### config.mk
export PLATFORM = sky130hd
export DESIGN_NAME = ftvm_queue
export DESIGN_NICKNAME = d
export VERILOG_FILES = /design/src/rtl/ftvm_pkg.sv /design/src/rtl/ftvm_queue.sv
export SDC_FILE = /design/constraint.sdc
export NUM_CORES = 1
export LEC_CHECK = 0
export BUFFER_PORTS_ARGS = -buffer_cell sky130_fd_sc_hd__buf_2
export CAP_MARGIN = 20
export CORE_MARGIN = 8
export CORE_UTILIZATION = 45
export DETAILED_ROUTE_END_ITERATION = 12
export PLACE_DENSITY = 0.7
export SLEW_MARGIN = 20
export SYNTH_ARGS = -nofsm -noshare
export SYNTH_HDL_FRONTEND = slang
export SYNTH_SLANG_ARGS = --single-unit
### constraint.sdc
create_clock -name i_clk -period 3.3 [get_ports i_clk]
set_input_delay 0.33 -clock i_clk [delete_from_list [all_inputs] [get_ports i_clk]]
set_output_delay 0.33 -clock i_clk [all_outputs]
set_load 0.005 [all_outputs]
### src/rtl/ftvm_pkg.sv
// ----------------------------------------------------------------------------
// ftvm_pkg
// shared types, constants and helpers of the fisheye theta validity mask
// ----------------------------------------------------------------------------
package ftvm_pkg;

    localparam int COORD_BITS_DEF = 12;
    localparam int MAX_ROUNDS_DEF = 20;
    localparam int FRAC_BITS      = 24;
    localparam int CFG_IDX_BITS   = 3;
    localparam int ROW_BITS       = 12;
    localparam int COUNT_BITS     = 24;
    localparam int ROUND_BITS     = 5;

    localparam logic [CFG_IDX_BITS-1:0] REG_INV_FOCAL_X  = 3'd0;
    localparam logic [CFG_IDX_BITS-1:0] REG_OFFSET_X     = 3'd1;
    localparam logic [CFG_IDX_BITS-1:0] REG_INV_FOCAL_Y  = 3'd2;
    localparam logic [CFG_IDX_BITS-1:0] REG_OFFSET_Y     = 3'd3;
    localparam logic [CFG_IDX_BITS-1:0] REG_COEF_CUBIC   = 3'd4;
    localparam logic [CFG_IDX_BITS-1:0] REG_COEF_FIFTH   = 3'd5;
    localparam logic [CFG_IDX_BITS-1:0] REG_COEF_SEVENTH = 3'd6;
    localparam logic [CFG_IDX_BITS-1:0] REG_COEF_NINTH   = 3'd7;

    localparam logic signed [31:0] THETA_LIMIT      = 32'sd26340229;
    localparam int                 VALID_ROUND_LIMIT = 10;
    localparam logic [COUNT_BITS-1:0] COUNT_MAX     = {COUNT_BITS{1'b1}};

    typedef logic signed [31:0] t_q;

    typedef struct packed {
        t_q inv_focal_x;
        t_q offset_x;
        t_q inv_focal_y;
        t_q offset_y;
        t_q coef_cubic;
        t_q coef_fifth;
        t_q coef_seventh;
        t_q coef_ninth;
    } t_cfg;

    // entry of the queue between front and back
    typedef struct packed {
        logic                frame_start;
        logic                row_zero;
        logic [ROW_BITS-1:0] edge_row;
        t_q                  r;
    } t_job;

    typedef enum logic [2:0] {F_IDLE, F_MUL, F_SQ, F_SQRT, F_HOLD} t_front_state;

    typedef enum logic [3:0] {
        S_IDLE, S_XY, S_SQ, S_SQRT, S_PHI_START, S_PHI, S_AFTER_Y, S_AFTER_Z,
        S_DIV, S_AFTER_Q, S_DONE
    } t_core_state;

    function automatic t_q sat32(input logic signed [65:0] v);
        if (v > 66'sd2147483647) begin
            return 32'sh7fffffff;
        end else if (v < -66'sd2147483648) begin
            return 32'sh80000000;
        end
        return v[31:0];
    endfunction

    // product of two Q8.24 values, floor shift, saturated
    function automatic t_q qmul(input t_q a, input t_q b);
        logic signed [63:0] p;
        logic signed [65:0] q;
        p = a * b;
        q = 66'(p >>> FRAC_BITS);
        return sat32(q);
    endfunction

endpackage

### src/rtl/ftvm_queue.sv
// ----------------------------------------------------------------------------
// ftvm_queue
// two-entry queue between the front and the iteration core
// ----------------------------------------------------------------------------
module ftvm_queue (
    input  logic           i_clk,
    input  logic           i_rst_n,
    input  logic           i_valid,
    output logic           o_ready,
    input  ftvm_pkg::t_job i_data,
    output logic           o_valid,
    input  logic           i_ready,
    output ftvm_pkg::t_job o_data
);
    import ftvm_pkg::*;

    t_job r_mem [2];
    logic r_wp, r_rp;
    logic [1:0] r_cnt;

    assign o_ready = (r_cnt != 2'd2);
    assign o_valid = (r_cnt != 2'd0);
    assign o_data  = r_mem[r_rp];

    always_ff @(posedge i_clk) begin
        if (!i_rst_n) begin
            r_wp <= 1'b0;
            r_rp <= 1'b0;
            r_cnt <= '0;
        end else begin
            if (i_valid && o_ready) r_wp <= ~r_wp;
            if (o_valid && i_ready) r_rp <= ~r_rp;
            r_cnt <= r_cnt + 2'(i_valid && o_ready) - 2'(o_valid && i_ready);
        end
        if (i_valid && o_ready) r_mem[r_wp] <= i_data;
    end
endmodule

## After elaboration in Yosys (flattened, before gate mapping)

Memories as Yosys holds them, arrays and structs flattened. A register that Yosys moved wholly into a read port is not among the register bits.
Index checks and enable logic that the tools add are counted.

| storage, ports and cells | value |
|---|---|
| register bits after elaboration | 4 |
| RAM bits | 92 |
| bits of input ports | 50 |
| memories kept | 1 |

Memory list:

| memory | depth | width | rd ports | clocked after memory_dff | write ports | line | RTL |
|---|---|---|---|---|---|---|---|
| r_mem | 2 | 46 | 1 | 1 | 1 | ftvm_queue.sv:17 | `t_job r_mem [2];` |

| operators by class | value |
|---|---|
| add/subtract/negate cells | 2 |
| eq/ne operators | 1 |
| muxes and demuxes | 4 |
| bitwise operators | 2 |
| reductions and logical operators | 3 |

Operators with widths:

| cell | count |
|---|---|
| $mux 1 | 4 |
| $add 2x1->2 | 1 |
| $logic_and 1x1->1 | 2 |
| $ne 2x2->1 const B | 1 |
| $not 1->1 | 2 |
| $reduce_bool 2->1 | 1 |
| $sub 2x1->2 | 1 |

## Logic depth before layout (Yosys ltp)

Gate-level depths: netlist of run 1.

| logic depth | value |
|---|---|
| depth in word-level cells | 4 |
| gate-level depth with buffers | 8 |
| mapped depth without buffers | 8 |

## Worst setup path before layout of run 1

No wires, ideal clock.

| timing | value |
|---|---|
| path type | reg2reg |
| start | reg r_cnt[0] |
| end | mem r_mem[0][0] (netlist name), enable pin |
| setup time | 450 ps |
| data arrival time | 2,540 ps |
| required time | 2,850 ps |
| slack | 310 ps |
| stages on the path, launching flop included | 4 |
| path buffers | 0 |
| cells stage by stage | dfxtp_1 -> nand2b_1 -> nand2_1 -> nor2_1 |

| between the ends | value |
|---|---|
| cells in the longest elaborated chain, start to end | 4 |

Ends and longest elaborated chain:

| item | line | RTL |
|---|---|---|
| start: declaration | ftvm_queue.sv:19 | `logic [1:0] r_cnt;` |
| start signal: assignment | ftvm_queue.sv:33 | `r_cnt <= r_cnt + 2'(i_valid && o_ready) - 2'(o_valid && i_ready);` |
| $ne 2x2->1 | ftvm_queue.sv:21 | `assign o_ready = (r_cnt != 2'd2);` |
| via o_ready | ftvm_queue.sv:9 | `output logic o_ready,` |
| $logic_and 1x1->1 | ftvm_queue.sv:35 | `if (i_valid && o_ready) r_mem[r_wp] <= i_data;` |
| $mux 1 | ftvm_queue.sv:35 |  |
| $mux 1 (implied by the code) | ftvm_queue.sv:35 |  |
| end: declaration | ftvm_queue.sv:17 |  |

The timed path passes the listed nets, and every way through them passes these cells.

==> run summary, run 1 <==
Min Tclk post-route = 2060 ps
Total gr overflow = 0
P_leak = 1.80 nW
Worst hold slack = 159 ps
CP Launch Type = flip-flop
Max-Cap Viols = 0
Area grow syn2layout = 21.5%
Htree depth = 3
Nets = 326
Bufs on Longest Clock Path = 2
Final Power = 3.27 mW
# diodes = 0
Largest net degree at the start of global routing = 39
Hold Path Stages = 1
First-pass iteration count of the detailed router = 4
Hold Vio Cnt, Final = 0
Synth Cell Area = 3760 µm²
Critical R2R Capture = r_mem[0][12]
Fmax = 0.486 GHz
Clock root cell = clkbuf_8
Setup bufs post-CTS = 0
CP Capture Type = output port
RD Place Congestion = 0.646
Final setup skew = 8.86 ps
CTS Buf Count = 9
Horiz. Die Dim = 107 µm
Min-Delay Endpoint = r_mem[0][10]
Worst Slack Setup Final = 1240 ps
First-pass GRT wire length = 9.66 mm
Pwr Density = 718 nW/µm²
Most common cell after layout, fill and taps aside = buf_2
DRT antenna net count = 0
Setup TNS Final = 0 ps
Post-DP HPWL = 4.50 mm
CTS-repair resized insts = 0
Slew @ Worst Pin = 655 ps
Ports = 98
Core ar. = 8180 µm²
Most frequent cells in the layout = buf_2, edfxtp_1, mux2_4
Clk_lat worst skew = 350 ps
Via count = 1818
Vias in the first global route = 1919
Peak supply drop = 377 µV
Clock-pin transition on the worst setup and hold timing paths = 90 ps
Filler Cells Inserted = 657
Pre-CTS WS = 1480 ps
Flop-to-flop setup slack = 1530 ps
DR iter-0 viols = 48
Crit path kind = reg -> out
Seq cells post-synth = 97
R2R depth = 4
DRC = 0
Num Clock Sinks = 97
Port bufs = 97
Setup Viol. Count Final = 0
Tcrit/Tclk final = 0.624
Status = completed
CTS Hold Bufs = 0
CTS tree = done
Antenna violations before repair = 0
Critical Path AT = 1730 ps
Initial cell density of the core = 0.459
Slew Limit Headroom = 0.562
Required time worst endpoint = 2970 ps
Worst hold start = i_data[10]
Final Max Tran Viols = 0
Post-layout util = 0.558
FP Rows = 33
Post-Syn Instances = 167
Die Y = 107 µm
Die area = 11500 µm²
Reg2Reg Launch Point = r_cnt[0]
Via/cell ratio = 4.73
Post-Route WL = 6.40 mm
Layout cells sized above 1 = 0.599
Synthesized Nets = 219
Yosys warns = 0
Sequential fraction of the synthesis area = 0.762
CP max FO = 38
Syn avg cell area = 22.5 µm²
RSZ-0062 raised after global routing = no
Distinct cells, synth = 18
WL/cell = 16.7 µm
Min-Delay Path Class = in -> reg
GRT Resource Usage Total = 0.110
kinds of logic after synthesis:
group / share of synthesized area
compound gates: 0.00200
xor+xnor: 0.00700
fa+ha+maj: 0.00666
buf+inv: 0.0253
flops: 0.762
mux: 0.181
simple gates: 0.0163
final cells by class:
type,instances,area [µm²],share of cell area
flip-flops and latches,97,2860,0.628
clock buffers,9,124,0.0271
repair buffers,101,541,0.118
multi-input cells,64,807,0.177
inverters,1,3.75,0.000823
clock inverters,7,92.6,0.0203
well taps,105,131,0.0288
per-layer routing:
layer / GRT usage / part of all wire
met1: 0.138 / 0.44
met2: 0.160 / 0.45
met3: 0.0497 / 0.10
met4: 0.0505 / 0.014
met5: 0 / 0
worst max path at each step:
stage / start / to / slack, ps / depth (start not counted)
global route: flip-flop / o_data[45] / 1150 / 3
global placement: r_cnt[0] / r_mem[0][19] / 1510 / 4
CTS: flip-flop / o_data[45] / 1190 / 3
floorplan: r_cnt[0] / r_mem[0][0] / 310 / 3
finish: flip-flop / o_data[45] / 1240 / 3
detailed placement: r_cnt[0] / r_mem[0][19] / 1480 / 4
metrics by stage:
stage,cells,area [µm²]
4_1_cts,384,4560
3_3_place_gp,368,4350
6_report,384,4560
3_5_place_dp,368,4350
5_1_grt,384,4560
2_1_floorplan,167,3760
synth_stat cells:
master	instances	area (µm²)
o21a_1	1	7.51
nand2b_1	2	12.5
buf_12	4	80.1
edfxtp_1	92	2760
buf_6	1	11.3
nor2_1	1	3.75
mux2_2	6	67.6
inv_1	1	3.75
mux2i_1	1	10.0
dfxtp_1	5	100
mux2_4	40	601
nor2b_1	2	12.5
xnor2_1	3	26.3
and3_1	1	6.26
nand2_1	2	7.51
ha_1	2	25.0
or2_2	1	6.26
and2_1	2	12.5
state kept, by name (all words and copies together), names as in the netlist, named ones only:
register and flops:
r_mem 92, r_cnt 2, r_rp 1, r_wp 1
power breakdown:
part	internal (mW)	switching [mW]	leakage, nW
registers	1.55	0.0649	0.901
clock network	0.428	0.389	0.114
logic	0.479	0.368	0.783
worst max-delay path, cell delays in order, from the launching register on:
cell	delay (ps)
dfxtp_2	520
buf_12	320
mux2_2	390
buf_2	130
(Power assumes the default switching activity.)
==> run 2, diff against run 1 <==
PLACE_DENSITY = 0.72   (was 0.7)
clock period = 1.85 ns   (was 3.3 ns; I/O delays follow)
==> run 2 against run 1 <==
  * Critical path depth is 5 higher
  * Global-route usage increased by 0.56 points
  * Register-to-register slack got worse by 1500 ps
  * Wire length increased by 4.3%
  * Core utilization increased by 3.1 points
  * Sequential cell count is the same
  * Sequential share of layout area down 3.2 points
  * Via count increased by 4.2%
  * Sequential power is 80% higher
  * Die area stayed put
==> run summary, run 2 (same netlist as run 1, synthesis figures left out) <==
Status = completed (unchanged)
First-pass GRT wire length = 10.1 mm (was 9.66 mm)
Total gr overflow = 0 (unchanged)
Placed Cells = 370 (was 368)
Vias in the first global route = 2125 (was 1919)
Ports = 98 (unchanged)
DRC = 0 (unchanged)
CP Launch Type = flip-flop (unchanged)
Reg with most FFs = r_mem (unchanged)
Initial cell density of the core = 0.459 (unchanged)
Die Y = 107 µm (unchanged)
Clk_lat worst skew = 350 ps (about the same)
Crit path kind = reg -> reg (was reg -> out)
Nets = 352 (was 326)
Max reg flops = 92 (unchanged)
Layout cells sized above 1 = 0.557 (was 0.599)
Antenna violations before repair = 0 (unchanged)
Fin cells = 410 (was 384)
Slew Limit Headroom = 0.830 (was 0.562)
Most frequent cells in the layout = buf_2, edfxtp_1, mux2_4 (unchanged)
Required time worst endpoint = 2110 ps (was 2970 ps)
Via count = 1895 (was 1818)
Slew @ Worst Pin = 255 ps (was 655 ps)
RSZ-0062 raised after global routing = no (unchanged)
Most common cell after layout, fill and taps aside = buf_2 (unchanged)
Pwr Density = 1190 nW/µm² (was 718 nW/µm²)
Peak supply drop = 581 µV (was 377 µV)
Num Clock Sinks = 97 (unchanged)
Max-Cap Viols = 0 (unchanged)
Port bufs = 97 (unchanged)
Area grow syn2layout = 28.2% (was 21.5%)
Setup TNS Final = 0 ps (unchanged)
DR iter-0 viols = 48 (unchanged)
Critical Path AT = 2030 ps (was 1730 ps)
Die area = 11500 µm² (unchanged)
Hold Vio Cnt, Final = 0 (unchanged)
CTS tree = done (unchanged)
CTS Buf Count = 9 (unchanged)
Clock-pin transition on the worst setup and hold timing paths = 100 ps (was 90 ps)
Final Power = 5.74 mW (was 3.27 mW)
Clock root cell = clkbuf_8 (unchanged)
GRT Resource Usage Total = 0.116 (was 0.110)
WL/cell = 16.3 µm (was 16.7 µm)
Worst Slack Setup Final = 75.8 ps (was 1240 ps)
First-pass iteration count of the detailed router = 4 (unchanged)
Post-Route WL = 6.68 mm (was 6.40 mm)
Largest registers = r_mem: 92 flops, r_cnt: 2 flops (unchanged)
Pre-CTS WS = 94.7 ps (was 1480 ps)
Htree depth = 3 (unchanged)
Largest net degree at the start of global routing = 47 (was 39)
Post-DP HPWL = 4.44 mm (was 4.50 mm)
Core ar. = 8180 µm² (unchanged)
Setup Viol. Count Final = 0 (unchanged)
RD Place Congestion = 0.719 (was 0.646)
Min-Delay Path Class = in -> reg (unchanged)
P_leak = 1.89 nW (was 1.80 nW)
Horiz. Die Dim = 107 µm (unchanged)
Tcrit/Tclk final = 0.959
# diodes = 0 (unchanged)
DRT antenna net count = 0 (unchanged)
CP Capture Type = flip-flop (was output port)
Final setup skew = 12.0 ps (was 8.86 ps)
CP max FO = 4 (was 38)
Final Max Tran Viols = 0 (unchanged)
Via/cell ratio = 4.62 (was 4.73)
Fmax = 0.564 GHz
FP Rows = 33 (unchanged)
Bufs on Longest Clock Path = 2 (unchanged)
Setup bufs post-CTS = 0 (unchanged)
Min Tclk post-route = 1770 ps
-- run 2: cell count changes in the layout (fill, tap and decap cells not counted), sizes merged --
cell | previous run | this run
buf | 101 | 103
bufinv | 2 | 0
clkinv | 3 | 2
clkinvlp | 0 | 1
dlygate4sd3 | 0 | 24
inv | 3 | 5
-- run 2: report_power, final --
| part | switching, mW | total, mW | internal, mW | leakage, nW |
|---|---|---|---|---|
| clock network | 0.739 | 1.25 | 0.512 | 0.0925 |
| logic | 0.658 | 1.59 | 0.935 | 0.900 |
| registers | 0.137 | 2.90 | 2.76 | 0.902 |
| total | 1.53 | 5.74 | 4.21 | 1.89 |
-- run 2: final timing paths --
kind | from | to | slack, ps | cells after the start
worst max register to register | r_cnt[0] | r_cnt[1] | 80 | 8
worst min register to register | r_wp | r_wp | 540 | 2
worst min-delay path | i_data[44] | r_mem[1][44] | 20 | 1
worst max-delay path | r_cnt[0] | r_cnt[1] | 80 | 8
-- run 2: metal layers --
layer | vias up | share of wire | GRT usage | wire (µm)
li1 | 913 | - | - | -
met3 | 12 | 0.070 | 0.0389 | 468
met5 | - | 0 | 0 | 0
met1 | 910 | 0.36 | 0.114 | 2410
met2 | 60 | 0.55 | 0.209 | 3670
met4 | 0 | 0.020 | 0.0624 | 133
-- run 2: layout make-up --
type,instances,area [µm²]
multi-input combinational,64,810
sequential,97,2870
clock buffer,9,124
timing repair buffer,127,821
inverter,1,3.75
clock inverter,7,58.8
tap,105,131
fill,634,3360
-- run 2: worst max-delay path, stage by stage, from the launching register on --
cell	delay, ps
dfxtp_1	380
nand2b_1	200
nand2_2	120
ha_1	290
inv_1	50
ha_1	190
xnor2_1	200
xnor2_1	90
and2_1	150
-- run 2: through the flow --
| step | hold WS (ps) | instance area, µm² | utilization |
|---|---|---|---|
| after detailed placement | 376 | 4390 | 0.537 |
| after global routing | -1.65 | 4810 | 0.589 |
| after floorplan | 284 | 3760 | - |
| after CTS | 0.256 | 4780 | 0.585 |
| final | 17.1 | 4810 | 0.589 |
| after global placement | 373 | 4390 | 0.537 |
-- run 2: timing repair --
action,4_1_cts,5_1_grt
hold endpoints to repair,36,6
gates resized for setup,1,1
hold buffers,21,3
endpoints found under the setup margin,35,1
==> run 3, diff against run 2 <==
ABC_AREA = 1   (was unset)
==> run 3 against run 2 <==
  * Core utilization shrank 1.3 points
  * Global-route usage is essentially flat
  * Wire length shrank 1.8%
  * Setup slack gained 40 ps
  * Synthesized cell count grew 7.2%
  * Critical endpoint is now o_data[2]
  * Largest cell class unchanged
  * Largest power group unchanged
  * Highest routed layer unchanged
==> run summary, run 3 <==
Port bufs = 97 (unchanged)
Setup bufs post-CTS = 0 (unchanged)
Nets = 355 (was 352)
Routing usage on met1 = 0.120 (was 0.114)
Yosys top cell area share = 0.734 (was 0.736)
Vias in the first global route = 2100 (was 2125)
Crit path max-delay family = buffers and inverters (was adder cells)
Bufs on Longest Clock Path = 2 (unchanged)
Synth area leaders = edfxtp_1, mux2_4, dfxtp_1 (unchanged)
Distinct cells, synth = 12 (was 18)
Syn avg cell area = 21.0 µm² (was 22.5 µm²)
Layout cells sized above 1 = 0.532 (was 0.557)
Leading area contributor after synthesis = edfxtp_1 (unchanged)
Setup Viol. Count Final = 0 (unchanged)
Slew Limit Headroom = 0.760 (was 0.830)
Horiz. Die Dim = 107 µm (about the same)
Synth Cell Area = 3760 µm² (about the same)
Num Clock Sinks = 97 (unchanged)
Worst path max stage delay = 370 ps (was 380 ps)
Cell area after layout = 4710 µm² (was 4810 µm²)
Hold Vio Cnt, Final = 0 (unchanged)
Post-Route WL = 6.56 mm (was 6.68 mm)
P_leak = 1.87 nW (was 1.89 nW)
Tcrit/Tclk final = 0.937 (was 0.959)
First-pass iteration count of the detailed router = 4 (unchanged)
Setup TNS Final = 0 ps (unchanged)
Reg with most FFs = r_mem (unchanged)
Share of power burned in combinational logic = 0.271 (was 0.278)
Final setup skew = 4.41 ps (was 12.0 ps)
GRT Resource Usage Total = 0.115 (was 0.116)
Required time worst endpoint = 1660 ps (was 2110 ps)
Seq cells post-synth = 97 (unchanged)
FP Rows = 33 (unchanged)
Sequential fraction of the synthesis area = 0.761 (was 0.762)
Htree depth = 3 (unchanged)
Clock root cell = clkbuf_8 (unchanged)
Buf/Inv on CP = 2 (was 1)
Filler Cells Inserted = 677 (was 634)
Status = completed (unchanged)
DRT antenna net count = 0 (unchanged)
CP Launch Type = flip-flop (unchanged)
Max reg flops = 92 (unchanged)
Slew @ Worst Pin = 361 ps (was 255 ps)
First-pass GRT wire length = 10.1 mm (about the same)
Yosys warns = 0 (unchanged)
Final Max Tran Viols = 0 (unchanged)
CP max stage cell = mux2_2 (was dfxtp_1)
Asr flop ratio synth = 0 (unchanged)
Placed cell areas = 4360 µm² (was 4390 µm²)
Post-synth top cells = edfxtp_1, mux2_4, nand2_1 (was edfxtp_1, mux2_4, mux2_2)
Pwr Density = 1210 nW/µm² (was 1190 nW/µm²)
CTS tree = done (unchanged)
Ports = 98 (unchanged)
RSZ-0062 raised after global routing = no (unchanged)
Switching share of total power = 0.257 (was 0.267)
Internal = 4.24 mW (was 4.21 mW)
Largest net degree at the start of global routing = 47 (unchanged)
Top FF cell, synth = edfxtp_1 (unchanged)
Fmax = 0.577 GHz (was 0.564 GHz)
Area grow syn2layout = 25.2% (was 28.2%)
RD Place Congestion = 0.708 (was 0.719)
Initial cell density of the core = 0.460 (was 0.459)
Met3 usage = 0.0365 (was 0.0389)
Min-Delay Path Class = in -> reg (unchanged)
CTS Buf Count = 9 (unchanged)
Post-DP HPWL = 4.48 mm (was 4.44 mm)
Post-synth EDFFs = 92 (unchanged)
Sw power = 1.47 mW (was 1.53 mW)
Most common cell after layout, fill and taps aside = buf_2 (unchanged)
Die area = 11500 µm² (about the same)
Most frequent cells in the layout = buf_2, edfxtp_1, mux2_4 (unchanged)
Die Y = 107 µm (about the same)
Clock Power Share = 0.225 (was 0.218)
Min Tclk post-route = 1730 ps (was 1770 ps)
Max-Cap Viols = 0 (unchanged)
DRC = 0 (unchanged)
Antenna violations before repair = 0 (unchanged)
Via count = 1932 (was 1895)
Met2 Use GR = 0.203 (was 0.209)
Busiest grt layer = met2 (unchanged)
# diodes = 0 (unchanged)
CP Capture Type = output port (was flip-flop)
CP max FO = 20 (was 4)
Peak supply drop = 633 µV (was 581 µV)
Clk_lat worst skew = 340 ps (was 350 ps)
Critical Path AT = 1550 ps (was 2030 ps)
Synthesized Nets = 231 (was 219)
Total gr overflow = 0 (unchanged)
DR iter-0 viols = 45 (was 48)
Crit path kind = reg -> out (was reg -> reg)
Most frequent cell after synthesis = edfxtp_1 (unchanged)
Largest registers = r_mem: 92 flops, r_cnt: 2 flops (unchanged)
Core ar. = 8180 µm² (unchanged)
Register share of total power = 0.504 (about the same)
Cell Chain, Critical Path = buf_4, mux2_2, buf_2 (was nand2b_1, nand2_2, ha_1, inv_1, ha_1, xnor2_1, xnor2_1, and2_1)
Post-Syn Instances = 179 (was 167)
WL/cell = 15.9 µm (was 16.3 µm)
Clock-pin transition on the worst setup and hold timing paths = 80 ps (was 100 ps)
Via/cell ratio = 4.68 (was 4.62)
run 3: cell types whose count changed in the layout (fill, tap and decap cells not counted), sizes merged, moves of 2 or more:
| cell | delta |
|---|---|
| and2 | -2 |
| a21oi | +2 |
| nand2b | -2 |
| clkbuf | +2 |
| xnor2 | -3 |
| nand3 | +3 |
| clkinvlp | +3 |
| nor2 | +7 |
| nand2 | +7 |
| nor2b | -2 |
| dlygate4sd3 | -8 |
run 3: what timing repair did:
action	4_1_cts	5_1_grt
hold buffers	13	3
hold endpoints to repair	25	4
gates resized for setup	0	0
run 3: final cells by class:
cell class | instances | area, µm² | area share
inverter | 7 | 30.0 | 0.00637
timing repair buffer | 118 | 708 | 0.150
sequential | 97 | 2860 | 0.608
multi-input combinational | 70 | 790 | 0.168
clock buffer | 11 | 131 | 0.0279
tap | 105 | 131 | 0.0279
clock inverter | 5 | 56.3 | 0.0120
run 3: worst reg2reg max path, delay by kind of cell (launching register included):
family,cells,cell delay (ps)
adder cells (fa/ha/maj),2,510
flip-flops,1,380
AO/OA/AOI/OAI,1,120
AND/OR/NAND/NOR,4,400
buffers and inverters,3,170
run 3: cells by family after synthesis:
kind of cell | count (synthesis) | synth area share
compound gates | 2 | 0.00266
fa+ha+maj | 2 | 0.00665
simple gates | 20 | 0.0209
mux | 46 | 0.178
buf+inv | 12 | 0.0313
flops | 97 | 0.761
run 3: path summary, 6_finish.rpt:
path | startpoint | to | slack [ps] | cells past startpoint
worst max-delay path | flip-flop | o_data[2] | 120 | 3
worst min-delay path | i_data[1] | r_mem[1][1] | 20 | 1
worst max register to register | r_cnt[0] | r_cnt[1] | 170 | 10
worst min register to register | r_rp | r_rp | 520 | 2
run 3: routing by layer:
metal	part of all wire	routed length (µm)	up-vias
li1	-	-	926
met1	0.38	2490	938
met2	0.53	3470	58
met3	0.074	486	10
met4	0.017	110	0
met5	0	0	-
run 3: power groups by stage:
stage                     clock, mW  sequential [mW]  combinational [mW]
after floorplan                   0             2.90                1.07
after global placement            0             2.90                1.53
after detailed placement          0             2.93                1.56
after CTS                      1.32             2.88                1.58
after global routing           1.40             2.90                1.70
final                          1.28             2.88                1.55
run 3: through the flow:
stage	hold slack (ps)	utilization	power [mW]	setup WS [ps]	std cells
after floorplan	278	-	3.97	141	179
after global placement	372	0.534	4.43	376	381
after detailed placement	377	0.534	4.48	209	381
after CTS	0.323	0.573	5.78	76.1	410
after global routing	0.0657	0.576	6.00	42.3	413
final	23.6	0.576	5.70	116	413
